$ cat config.mk
export PLATFORM = sky130hd
export DESIGN_NAME = column_gaussian_filter
export DESIGN_NICKNAME = d
export VERILOG_FILES = /design/src/cgf_pkg.sv /design/src/cgf_ram.sv /design/src/cgf_mac.sv /design/src/column_gaussian_filter.sv
export SDC_FILE = /design/constraint.sdc
export NUM_CORES = 2
export LEC_CHECK = 0
export ABC_AREA = 1
export BUFFER_PORTS_ARGS = -buffer_cell sky130_fd_sc_hd__clkbuf_2
export CAP_MARGIN = 20
export CORE_ASPECT_RATIO = 1.2
export CORE_MARGIN = 2
export CORE_UTILIZATION = 58
export DETAILED_ROUTE_END_ITERATION = 6
export PLACE_DENSITY = 0.84
export SLEW_MARGIN = 25
export SYNTH_ARGS = -nofsm -noshare
export SYNTH_HDL_FRONTEND = slang
export SYNTH_SLANG_ARGS = --single-unit
$ cat constraint.sdc
create_clock -name clk -period 6.1 [get_ports clk]
set_input_delay 1.22 -clock clk [delete_from_list [all_inputs] [get_ports clk]]
set_output_delay 1.22 -clock clk [all_outputs]
set_load 0.01 [all_outputs]
$ cat src/cgf_pkg.sv
package cgf_pkg;

  // Sizes of the block
  localparam int MAX_ROWS    = 64;
  localparam int MAX_TAPS    = 8;
  localparam int SAMPLE_BITS = 16;

  localparam int ADDR_W     = $clog2(MAX_ROWS);
  localparam int LEN_W      = 7;
  localparam int COUNT_W    = 16;
  localparam int MODE_W     = 2;
  localparam int TAPS_W     = 4;
  localparam int COEF_W     = 16;
  localparam int CFG_DATA_W = 64;
  localparam int CFG_IDX_W  = 3;
  localparam int DIST_W     = $clog2(MAX_TAPS);
  localparam int STEP_W     = DIST_W + 1;
  localparam int POS_W      = LEN_W + 2;

  // Product and accumulator: up to 2*MAX_TAPS-1 products are summed
  localparam int PROD_W = SAMPLE_BITS + COEF_W;
  localparam int ACC_W  = PROD_W + $clog2(2 * MAX_TAPS);

  // Register indexes
  localparam logic [CFG_IDX_W-1:0] REG_COLUMN_LENGTH = 3'd0;
  localparam logic [CFG_IDX_W-1:0] REG_COLUMN_COUNT  = 3'd1;
  localparam logic [CFG_IDX_W-1:0] REG_BOUNDARY_MODE = 3'd2;
  localparam logic [CFG_IDX_W-1:0] REG_TAP_COUNT     = 3'd3;
  localparam logic [CFG_IDX_W-1:0] REG_COEF_LOW      = 3'd4;
  localparam logic [CFG_IDX_W-1:0] REG_COEF_HIGH     = 3'd5;

  // Boundary modes; the spare code acts as zero padding
  localparam logic [MODE_W-1:0] MODE_ZERO     = 2'd0;
  localparam logic [MODE_W-1:0] MODE_REFLECT  = 2'd1;
  localparam logic [MODE_W-1:0] MODE_PERIODIC = 2'd2;

  // Control travelling alongside one memory read into the MAC
  typedef struct packed {
    logic valid;
    logic first;
    logic last;
    logic zero;
  } mac_ctl_t;

endpackage

$ cat src/cgf_ram.sv
module cgf_ram #(
  parameter int WIDTH = 16,
  parameter int DEPTH = 64
) (
  input  logic                     clk,
  input  logic                     wr_en,
  input  logic [$clog2(DEPTH)-1:0] wr_addr,
  input  logic [WIDTH-1:0]         wr_data,
  input  logic                     rd_en,
  input  logic [$clog2(DEPTH)-1:0] rd_addr,
  output logic [WIDTH-1:0]         rd_data
);

  logic [WIDTH-1:0] mem_r [DEPTH];
  logic [WIDTH-1:0] rd_data_r;

  // one write port, one registered read port
  always_ff @(posedge clk) begin
    if (wr_en) begin
      mem_r[wr_addr] <= wr_data;
    end
    if (rd_en) begin
      rd_data_r <= mem_r[rd_addr];
    end
  end

  assign rd_data = rd_data_r;

endmodule

$ cat src/cgf_mac.sv
module cgf_mac (
  input  logic                           clk,
  input  logic                           rst_n,
  input  cgf_pkg::mac_ctl_t              ctl_i,
  input  logic [cgf_pkg::COEF_W-1:0]     coef_i,
  input  logic [cgf_pkg::SAMPLE_BITS-1:0] rd_data_i,
  output logic                           done_o,
  output logic [cgf_pkg::SAMPLE_BITS-1:0] smoothed_o
);
  import cgf_pkg::*;

  localparam logic [ACC_W:0]          ROUND_HALF = (ACC_W + 1)'(1) << (COEF_W - 1);
  localparam logic [ACC_W-COEF_W:0]   SAT_MAX    = (ACC_W - COEF_W + 1)'((1 << SAMPLE_BITS) - 1);

  mac_ctl_t            ctl2_r;
  logic [PROD_W-1:0]   prod_r;
  logic [ACC_W-1:0]    acc_r;
  logic                done_r;
  logic [ACC_W:0]      rounded;
  logic [ACC_W-COEF_W:0] scaled;

  // control pipeline
  always_ff @(posedge clk) begin
    if (!rst_n) begin
      ctl2_r <= '0;
      done_r <= 1'b0;
    end else begin
      ctl2_r <= ctl_i;
      done_r <= ctl2_r.valid && ctl2_r.last;
    end
  end

  // multiply, then accumulate; a padded row contributes nothing
  always_ff @(posedge clk) begin
    prod_r <= ctl_i.zero ? '0 : PROD_W'(rd_data_i) * PROD_W'(coef_i);
    if (ctl2_r.valid) begin
      if (ctl2_r.first) begin
        acc_r <= ACC_W'(prod_r);
      end else begin
        acc_r <= acc_r + ACC_W'(prod_r);
      end
    end
  end

  // round half up, drop the Q0.16 fraction, saturate
  assign rounded    = {1'b0, acc_r} + ROUND_HALF;
  assign scaled     = rounded[ACC_W:COEF_W];
  assign smoothed_o = (scaled > SAT_MAX) ? '1 : scaled[SAMPLE_BITS-1:0];
  assign done_o     = done_r;

endmodule

$ cat src/column_gaussian_filter.sv
// Vertical symmetric Gaussian smoothing, one image column at a time.
// Input channel (in_valid/in_ready/in_sample): pixels of one column, top first,
// one word per cycle while the block is loading. in_ready is low while a
// column is being filtered.
// Result channel (out_*): one word per row once the column is complete, top
// first; out_column_end marks the last row, out_image_end also the last column.
// With reflect or periodic boundary mode and more taps than rows a single word with
// out_bad_config set and out_smoothed zero replaces the column.
// Configuration (cfg_we/cfg_index/cfg_data): one register per write, no wait.
// Timing: loading takes one cycle per sample while in_valid is held high. For each
// result the column store has one read port, so the 2*taps-1 reads of a row
// are issued one per cycle, followed by the multiply/accumulate drain and the
// load of the output register. The first word of a column follows this path
// after its last sample is taken, while an error word goes straight to the
// output register. Reset restores the register defaults and empties the load
// count and column index; the column store itself is not cleared. A stalled
// receiver holds the finished word in the output register; the next row is
// filtered but its word waits in ST_EMIT, while the last word of a column may
// wait as the next column loads.
module column_gaussian_filter (
  input  logic                              clk,
  input  logic                              rst_n,
  input  logic                              in_valid,
  output logic                              in_ready,
  input  logic [cgf_pkg::SAMPLE_BITS-1:0]   in_sample,
  output logic                              out_valid,
  input  logic                              out_ready,
  output logic [cgf_pkg::SAMPLE_BITS-1:0]   out_smoothed,
  output logic                              out_column_end,
  output logic                              out_image_end,
  output logic                              out_bad_config,
  input  logic                              cfg_we,
  input  logic [cgf_pkg::CFG_IDX_W-1:0]     cfg_index,
  input  logic [cgf_pkg::CFG_DATA_W-1:0]    cfg_data
);
  import cgf_pkg::*;

  typedef enum logic [1:0] {
    ST_LOAD,
    ST_ISSUE,
    ST_DRAIN,
    ST_EMIT
  } state_t;

  // configuration registers
  logic [LEN_W-1:0]      cfg_length_r;
  logic [COUNT_W-1:0]    cfg_count_r;
  logic [MODE_W-1:0]     cfg_mode_r;
  logic [TAPS_W-1:0]     cfg_taps_r;
  logic [CFG_DATA_W-1:0] coef_low_r;
  logic [CFG_DATA_W-1:0] coef_high_r;

  // control state
  state_t                state_r;
  logic [ADDR_W-1:0]     loaded_r;
  logic [COUNT_W-1:0]    col_idx_r;
  logic [LEN_W-1:0]      n_r;
  logic [TAPS_W-1:0]     taps_r;
  logic [MODE_W-1:0]     mode_r;
  logic                  last_col_r;
  logic                  bad_r;
  logic [ADDR_W-1:0]     row_r;
  logic [STEP_W-1:0]     step_r;
  mac_ctl_t              ctl_s1_r;
  logic [COEF_W-1:0]     coef_s1_r;

  // output register
  logic                   out_valid_r;
  logic [SAMPLE_BITS-1:0] out_smoothed_r;
  logic                   out_column_end_r;
  logic                   out_image_end_r;
  logic                   out_bad_config_r;

  // clamped configuration
  logic [LEN_W-1:0]   n_eff;
  logic [TAPS_W-1:0]  taps_eff;
  logic [COUNT_W-1:0] cols_eff;
  logic [MODE_W-1:0]  mode_eff;

  logic               in_accept;
  logic [LEN_W-1:0]   count_next;
  logic               col_done;
  logic               last_col;
  logic               bad_col;

  logic [2*CFG_DATA_W-1:0] coef_all;
  logic [COEF_W-1:0]  coef_arr [MAX_TAPS];
  logic [DIST_W-1:0]  tap_dist;
  logic [STEP_W-1:0]  last_step;
  logic               step_last;
  logic signed [POS_W-1:0] pos;
  logic signed [POS_W-1:0] n_s;
  logic signed [POS_W-1:0] mapped;
  logic               pad_zero;
  logic               row_last;
  logic               out_free;

  logic [SAMPLE_BITS-1:0] rd_data;
  logic                   mac_done;
  logic [SAMPLE_BITS-1:0] mac_smoothed;

  // configuration writes
  always_ff @(posedge clk) begin
    if (!rst_n) begin
      cfg_length_r <= LEN_W'(MAX_ROWS);
      cfg_count_r  <= COUNT_W'(1);
      cfg_mode_r   <= MODE_ZERO;
      cfg_taps_r   <= TAPS_W'(1);
      coef_low_r   <= CFG_DATA_W'(16'hFFFF);
      coef_high_r  <= '0;
    end else if (cfg_we) begin
      unique case (cfg_index)
        REG_COLUMN_LENGTH: cfg_length_r <= cfg_data[LEN_W-1:0];
        REG_COLUMN_COUNT:  cfg_count_r  <= cfg_data[COUNT_W-1:0];
        REG_BOUNDARY_MODE: cfg_mode_r   <= cfg_data[MODE_W-1:0];
        REG_TAP_COUNT:     cfg_taps_r   <= cfg_data[TAPS_W-1:0];
        REG_COEF_LOW:      coef_low_r   <= cfg_data;
        REG_COEF_HIGH:     coef_high_r  <= cfg_data;
        default: ;
      endcase
    end
  end

  // clamp registers into their working ranges
  always_comb begin
    n_eff = cfg_length_r;
    if (cfg_length_r == '0) begin
      n_eff = LEN_W'(1);
    end else if (cfg_length_r > LEN_W'(MAX_ROWS)) begin
      n_eff = LEN_W'(MAX_ROWS);
    end
    taps_eff = cfg_taps_r;
    if (cfg_taps_r == '0) begin
      taps_eff = TAPS_W'(1);
    end else if (cfg_taps_r > TAPS_W'(MAX_TAPS)) begin
      taps_eff = TAPS_W'(MAX_TAPS);
    end
    cols_eff = (cfg_count_r == '0) ? COUNT_W'(1) : cfg_count_r;
    mode_eff = (cfg_mode_r == MODE_REFLECT || cfg_mode_r == MODE_PERIODIC) ?
               cfg_mode_r : MODE_ZERO;
  end

  // loading
  assign in_ready   = (state_r == ST_LOAD);
  assign in_accept  = in_valid && in_ready;
  assign count_next = LEN_W'(loaded_r) + LEN_W'(1);
  assign col_done   = (count_next >= n_eff);
  assign last_col   = ({1'b0, col_idx_r} + (COUNT_W + 1)'(1)) >= {1'b0, cols_eff};
  assign bad_col    = (mode_eff != MODE_ZERO) && (LEN_W'(taps_eff) > n_eff);

  // coefficient per tap distance
  assign coef_all = {coef_high_r, coef_low_r};

  always_comb begin
    for (int i = 0; i < MAX_TAPS; i++) begin
      coef_arr[i] = coef_all[i*COEF_W +: COEF_W];
    end
  end

  // step k: 0 is the centre, odd k reads above, even k reads below
  assign tap_dist  = DIST_W'((STEP_W + 1)'(step_r) + (STEP_W + 1)'(1) >> 1);
  assign last_step = STEP_W'({taps_r, 1'b0} - (TAPS_W + 1)'(2));
  assign step_last = (step_r == last_step);
  assign n_s       = $signed(POS_W'(n_r));
  assign row_last  = (LEN_W'(row_r) == n_r - LEN_W'(1));

  // boundary mapping of the row to read
  always_comb begin
    pos = step_r[0] ? $signed(POS_W'(row_r)) - $signed(POS_W'(tap_dist)) :
                      $signed(POS_W'(row_r)) + $signed(POS_W'(tap_dist));
    mapped   = pos;
    pad_zero = 1'b0;
    if (pos < 0) begin
      if (mode_r == MODE_REFLECT) begin
        mapped = -pos;
      end else if (mode_r == MODE_PERIODIC) begin
        mapped = pos + n_s;
      end else begin
        pad_zero = 1'b1;
      end
    end else if (pos >= n_s) begin
      if (mode_r == MODE_REFLECT) begin
        mapped = (n_s <<< 1) - POS_W'(1) - pos;
      end else if (mode_r == MODE_PERIODIC) begin
        mapped = pos - n_s;
      end else begin
        pad_zero = 1'b1;
      end
    end
    if (mapped < 0 || mapped >= n_s) begin
      pad_zero = 1'b1;
    end
  end

  assign out_free = !out_valid_r || out_ready;

  // sequencer and output register
  always_ff @(posedge clk) begin
    if (!rst_n) begin
      state_r     <= ST_LOAD;
      loaded_r    <= '0;
      col_idx_r   <= '0;
      n_r         <= LEN_W'(1);
      taps_r      <= TAPS_W'(1);
      mode_r      <= MODE_ZERO;
      last_col_r  <= 1'b0;
      bad_r       <= 1'b0;
      row_r       <= '0;
      step_r      <= '0;
      ctl_s1_r    <= '0;
      out_valid_r <= 1'b0;
    end else begin
      // MAC control is live only for reads issued this cycle
      ctl_s1_r.valid <= (state_r == ST_ISSUE);
      // output word: loaded from ST_EMIT, dropped once taken
      if (state_r == ST_EMIT && out_free) begin
        out_valid_r <= 1'b1;
      end else if (out_ready) begin
        out_valid_r <= 1'b0;
      end
      unique case (state_r)
        ST_LOAD: begin
          if (in_accept) begin
            if (col_done) begin
              loaded_r   <= '0;
              n_r        <= n_eff;
              taps_r     <= taps_eff;
              mode_r     <= mode_eff;
              last_col_r <= last_col;
              bad_r      <= bad_col;
              col_idx_r  <= last_col ? '0 : col_idx_r + COUNT_W'(1);
              row_r      <= '0;
              step_r     <= '0;
              state_r    <= bad_col ? ST_EMIT : ST_ISSUE;
            end else begin
              loaded_r <= loaded_r + ADDR_W'(1);
            end
          end
        end
        ST_ISSUE: begin
          ctl_s1_r.first <= (step_r == '0);
          ctl_s1_r.last  <= step_last;
          ctl_s1_r.zero  <= pad_zero;
          step_r         <= step_r + STEP_W'(1);
          if (step_last) begin
            state_r <= ST_DRAIN;
          end
        end
        ST_DRAIN: begin
          if (mac_done) begin
            state_r <= ST_EMIT;
          end
        end
        ST_EMIT: begin
          if (out_free) begin
            if (bad_r || row_last) begin
              state_r <= ST_LOAD;
            end else begin
              row_r   <= row_r + ADDR_W'(1);
              step_r  <= '0;
              state_r <= ST_ISSUE;
            end
          end
        end
        default: state_r <= ST_LOAD;
      endcase
    end
  end

  // payload registers
  always_ff @(posedge clk) begin
    if (state_r == ST_ISSUE) begin
      coef_s1_r <= coef_arr[tap_dist];
    end
    if (state_r == ST_EMIT && out_free) begin
      out_smoothed_r   <= bad_r ? '0 : mac_smoothed;
      out_column_end_r <= bad_r || row_last;
      out_image_end_r  <= (bad_r || row_last) && last_col_r;
      out_bad_config_r <= bad_r;
    end
  end

  // column store: writes only while loading, reads only while filtering
  cgf_ram #(
    .WIDTH (SAMPLE_BITS),
    .DEPTH (MAX_ROWS)
  ) u_store (
    .clk     (clk),
    .wr_en   (in_accept),
    .wr_addr (loaded_r),
    .wr_data (in_sample),
    .rd_en   (state_r == ST_ISSUE),
    .rd_addr (mapped[ADDR_W-1:0]),
    .rd_data (rd_data)
  );

  cgf_mac u_mac (
    .clk        (clk),
    .rst_n      (rst_n),
    .ctl_i      (ctl_s1_r),
    .coef_i     (coef_s1_r),
    .rd_data_i  (rd_data),
    .done_o     (mac_done),
    .smoothed_o (mac_smoothed)
  );

  assign out_valid      = out_valid_r;
  assign out_smoothed   = out_smoothed_r;
  assign out_column_end = out_column_end_r;
  assign out_image_end  = out_image_end_r;
  assign out_bad_config = out_bad_config_r;

endmodule

; ---- Word level (Yosys, flattened, before mapping)
; Memory sizes are Yosys's and may differ from the RTL's. A register that Yosys moved wholly into a read port is not among the register bits.
; Cells that the tools add are included.
[totals]
register_bits = 317
input_bits = 88
output_inout_bits = 21
elab_cells = 163
n_memories = 1
ramBits = 1024
[memory_table]
columns = name, depth, width, rd, rd_clocked_by_memory_dff, wr, line
row1 = u_store.mem_r, 64, 16, 1, 1, 1, cgf_ram.sv:14  ; logic [WIDTH-1:0] mem_r [DEPTH];
[classes]
n_reduce_logical = 31
n_eq_ne = 20
n_bitwise = 1
n_lt_le_gt_ge = 11
multipliers = 1
muxes = 47
addsub = 18
[op_table]
columns = cell, n
row1 = $mux 16, 5
row2 = $mux 9, 7
row3 = $bmux 16 s3, 1
row4 = $add 36x16->37 const B, 1
row5 = $add 36x32->36, 1
row6 = $mul 16x16->32, 1
row7 = $mux 32, 1
row8 = $mux 6, 5
row9 = $mux 4, 6
row10 = $gt 21x16->1 const B, 1
row11 = $ge 9x8->1, 2
row12 = $lt 9x1->1 const B, 2
row13 = $add 16x1->17 const B, 1
row14 = $ge 17x16->1, 1
row15 = $add 16x1->16 const B, 1
row16 = $logic_not 16->1, 1
row17 = $reduce_and 5->1, 3
row18 = $mux 2, 7
row19 = $mux 7, 2
row20 = $reduce_and 2->1, 7
row21 = $add 6x1->6 const B, 2
row22 = $pmux 4 s3, 1
row23 = $pmux 6 s2, 1
row24 = $mux 1, 10
row25 = 37 further kinds, 59

; ---- Longest topological paths before layout
[logic_depth]
word_depth = 11
depth_mapped = 37

; ---- By module
; From an unflattened synthesis, not the netlist that was laid out.
[unflattened]
hier_cells = 7505
hier_area_um2 = 70302.4
[modules_own_cells]
columns = module, seq_area_each_um2, area_each_um2, cells_each, instances
row1 = cgf_ram, 31230.0, 42251.8, 3518, 1
row2 = cgf_mac, 1801.7, 14645.3, 2160, 1
row3 = column_gaussian_filter, 5255.0, 13405.4, 1827, 1

; ---- Worst setup path before layout
; No wires, ideal clock.
[synth_path]
kind = reg-to-reg
from = register coef_s1_r[1]
to = register u_mac.prod_r[27]
n_path_buf = 2
setup_time_ns = 0.113
path_stages_with_launch = 30
required_ns = 5.987
setup_slack_ns = 0.442
arrival_time_ns = 5.545
cell_sequence = edfxtp_1 clkbuf_1 clkbuf_1 nand2_1 fa_1 inv_1 fa_1 inv_1 fa_1 inv_1 fa_1 inv_1 fa_1 inv_1 fa_1 ha_1 a21oi_1 nor2_1 nor2_1 inv_1 a21oi_1 o21ai_0 a21oi_1 inv_1 nand2_1 nand2_1 nand2_1 nand2_1 nor2_1 nor2_1
[synth_between]
elab_chain_len = 1
[synth_lines]
columns = item, line
row1 = "start, declared", column_gaussian_filter.sv:65  ; logic [COEF_W-1:0] coef_s1_r;
row2 = "start signal, assigned", column_gaussian_filter.sv:273  ; coef_s1_r <= coef_arr[tap_dist];
row3 = $mul 16x16->32, cgf_mac.sv:35  ; prod_r <= ctl_i.zero ? '0 : PROD_W'(rd_data_i) * PROD_W'(coef_i);
row4 = "end signal, assigned", cgf_mac.sv:35
row5 = "end, declared", cgf_mac.sv:16  ; logic [PROD_W-1:0] prod_r;
; No other way between the ends.
; A chain may end at the register's enable or synchronous reset.

; ---- Worst setup path after layout
[layout_path]
from = register u_store.rd_data_r[12] (netlist: u_store.rd_data[12]), read port of u_store.mem_r
to = register u_mac.prod_r[28]
[layout_between]
elab_chain_len = 1
[layout_lines]
columns = item, line
row1 = "start, declared", cgf_ram.sv:15  ; logic [WIDTH-1:0] rd_data_r;
row2 = $mul 16x16->32, cgf_mac.sv:35
; No other way between the ends.

==> impl_results.md <==
* Setup violators final at 0
* GRT met1 Usage at 0.381
* Synth Cell Area at 0.0713 mm²
* Detail Route Antenna Nets at 0
* Grt ovf at 0
* Iter 0 DRT Violations at 7,441
* Fillers at 8,917
* Crit-path cells: buf_6 > nand2_1 > fa_1 > fa_1 > fa_1 > inv_1 > fa_1 > fa_1 > fa_1 > ha_1 > a21oi_1 > inv_1 > a31oi_1 > inv_1 > o21ai_0 > o211ai_1 > a41oi_2 > o21ai_0 > a21oi_1
* CP endpoint: u_mac.prod_r[28]
* Seq. cell area at between 0.03 and 0.04 mm²
* Setup slack after placement at 0.195 ns
* Unrepaired setup endpoints after global routing: no
* Met2 global-route usage at 0.479
* Clock latency on the worst-skew pair at 0.79 ns
* Achievable Freq at ~170 MHz
* # IOs at 109
* Synth area leaders: edfxtp_1 47%, nand2_1 10%, nand3_1 7.3%, inv_1 7.0%, dfxtp_1 6.9%
* Slowest stage delay, CP at 0.57 ns
* Initial Utilization at 0.586
* Final layout net count at 8,363
* Die Height at 388 µm
* CTS Sinks at 1,357
* Cell repeated most along the worst path: fa_1
* Syn Nets at 8,298
* Hold Vio Cnt, Final at 0
* Die extent in x at 324 µm
* Fin Setup TNS at 0 ns
* Slew Limit Fails at 0
* Critical path data required time at 6.80 ns
* Pre-antenna DRT Iters at 7
* R2r endpoint: u_mac.prod_r[28]
* Avg WL per Cell at around 20 µm
* Post-synthesis sequential area ratio at 0.537
* Syn Inst Count at 7,792
* Largest net degree at the start of global routing at around 130
* # DRC at 0
* Actual slew at the worst max-slew pin at 1.08 ns
* WP data arrival at 6.57 ns
* FF-to-FF setup slack at 0.23 ns
* Die area at 0.126 mm²
* Slew margin rel. at 0.276
* CORE AREA at 0.122 mm²
* DRT Wirelength at ~190 mm
* Mean Syn Cell Area at 9.15 µm²
* Yosys top cell by area: edfxtp_1
* Share of layout cells above drive strength 1 at 0.0765
* Final min period at 5.87 ns
* Reg clk slew, reported paths at 0.07 ns
* Vias post-DR at 55,200
* Min-Delay Path Class: flip-flop to flip-flop
* YS warnings at 0
* CTS tree: yes
* CTS Root Cell: clkbuf_16
* Slowest stage cell, crit path: fa_1
* Antenna violations before repair at 5
* Crit start category: flip-flop
* Global-route wire length before repair at 291 mm
* Maximum root-to-sink buffer count at 3
* Predominant post-synthesis flop cell: edfxtp_1
* Async SR Flop Fraction at 0
* Post-synth top area share at 0.468
* Grt met3 use at 0.0577
* Synth cell count leaders: 1,944 x nand2_1, 1,325 x inv_1, 1,111 x edfxtp_1, 1,043 x nand3_1, 424 x nor2_1
* Status: finished, final reports clean
* Final setup margin at 0.227 ns
* Vias in the first global route at 53,800
* Crit Reg-Reg Startpoint: u_store.rd_data[12]
* Top-count cell post-synth: nand2_1
* Post-DR vias/cell at 5.75
* Number of buffers created by CTS at 132
* CP endpoint kind: flip-flop
* Final Cycle Share at 0.963
* Row count at 140
* H-tree depth at 4
* Area occupied by multi-input gates at ~0.026 mm²
* Max-cap viol count at 0
* EDFF count, synth at 1,111
* Buffers on Ports at 108
* DPL Wire Length at 120 mm
* Yosys reg bits at 1,357
* Tot GR Track Use at 0.296
* GR peak layer: met2
* Post-DP Area at roughly 0.074 mm²
* Worst r2r path cells at 19
* Synth-to-layout area growth at 10.5%
* Yosys cell types at 57
* Critical Path Fanout Max at 14
* Final instance area at 0.0788 mm²
* Critical Path Source: u_store.rd_data[12]
* Skew final at 0.0389 ns
* Crit path kind: flip-flop to flip-flop
* Final Wtd Congestion at 0.937
[layout make-up]
cell class,instances,area share
clock inverters,81,0.0108
flip-flops and latches,1357,0.486
clock buffers,161,0.0448
inverters,1346,0.0644
multi-input cells,4699,0.335
repair inverters,1,0.000111
repair buffers,320,0.0327
diodes,2,0.0000635
well taps,1633,0.0259
[flip-flops by register name, summed over array words and instances, names as in the netlist, 3 cells and up]
name / flops
u_mac.prod_r: 32
n_r: 7
row_r: 6
cfg_length_r: 7
cfg_count_r: 16
col_idx_r: 16
coef_s1_r: 16
u_store.mem_r: 1024
u_mac.acc_r: 36
loaded_r: 6
u_mac.ctl2_r: 3
ctl_s1_r: 4
cfg_taps_r: 4
coef_low_r: 64
u_store.rd_data: 16
taps_r: 3
coef_high_r: 64
step_r: 4
out_smoothed: 16
[routing by layer]
metal	vias up	part of all wire
li1	25300	-
met1	26100	0.37
met2	3203	0.48
met3	599	0.10
met4	4	0.050
met5	-	0.00012
[cell usage in the layout (no fill, tap or decap), types with 8 or more instances in the layout]
master     netlist  final
nand3_2          3      8
clkbuf_16        0    140
ha_1           218    214
o211ai_1        24     24
dfxtp_1        246    244
nor3_1          24     21
nand3_1       1043   1036
inv_2           15     13
bufinv_16        0     12
buf_4           34    176
mux2i_1         48     48
nor4_1          13     11
clkinv_1         5     31
nand2_1       1944   1941
o21bai_1        12     12
clkbuf_2         0    108
or2_2           19     19
inv_1         1325   1325
clkinv_2         0     22
a31oi_1         20     20
fa_1           200    200
clkbuf_1       167     22
edfxtp_1      1111   1111
o22ai_1         17     17
nand4_1         19     19
nor2_1         424    411
a21o_1           8      8
o21ai_0        336    333
xnor2_1         17     16
xor2_1          48     48
o21a_1          11     11
a21oi_1        186    185
buf_12           0     17
[worst min path at each step]
stage / from / to / slack [ns] / depth (start not counted)
3_3_place_gp: ctl_s1_r[3] / u_mac.ctl2_r[3] / 0.39 / 2
5_1_grt: ctl_s1_r[1] / u_mac.ctl2_r[1] / 0.44 / 2
3_5_place_dp: ctl_s1_r[3] / u_mac.ctl2_r[3] / 0.40 / 2
2_1_floorplan: ctl_s1_r[3] / u_mac.ctl2_r[3] / 0.39 / 2
4_1_cts: ctl_s1_r[1] / u_mac.ctl2_r[1] / 0.43 / 2
6_report: ctl_s1_r[3] / u_mac.ctl2_r[3] / 0.43 / 2
[per-stage QoR]
step           hold WS, ns  cells  utilization
2_1_floorplan        0.390   7792            -
3_3_place_gp         0.393   9324        0.607
3_5_place_dp         0.399   9324        0.607
4_1_cts              0.426   9566        0.643
5_1_grt              0.445   9600        0.647
6_report             0.427   9600        0.647
[cell families (layout without fill, tap and decap cells)]
logic type	Yosys count	count (layout)	synth area share
other	0	2	0
AOI/OAI and AO/OA	659	659	0.0508
and+or+nand+nor	3506	3508	0.206
DFF	1357	1357	0.537
adders and majority gates	418	418	0.0944
buffers and inverters	1738	1909	0.0967
muxes	48	48	0.00674
xor gates and xnor gates	66	66	0.00821
[worst max-delay path: cells and delay by family (launching register included)]
kind | cells | cell delay (ns)
flops | 1 | 0.49
compound gates | 7 | 1.26
fa+ha+maj | 7 | 3.50
buf+inv | 4 | 0.41
simple gates | 1 | 0.11
[timing repair]
action,CTS,global route
hold buffers,0,0
setup endpoints to repair,0,23
endpoints found under the hold margin,0,0
setup buffers,0,25
gates resized for setup,0,37
Power is not shown: default switching activity piles up to over one toggle a cycle in this logic, so the estimate is an artifact.
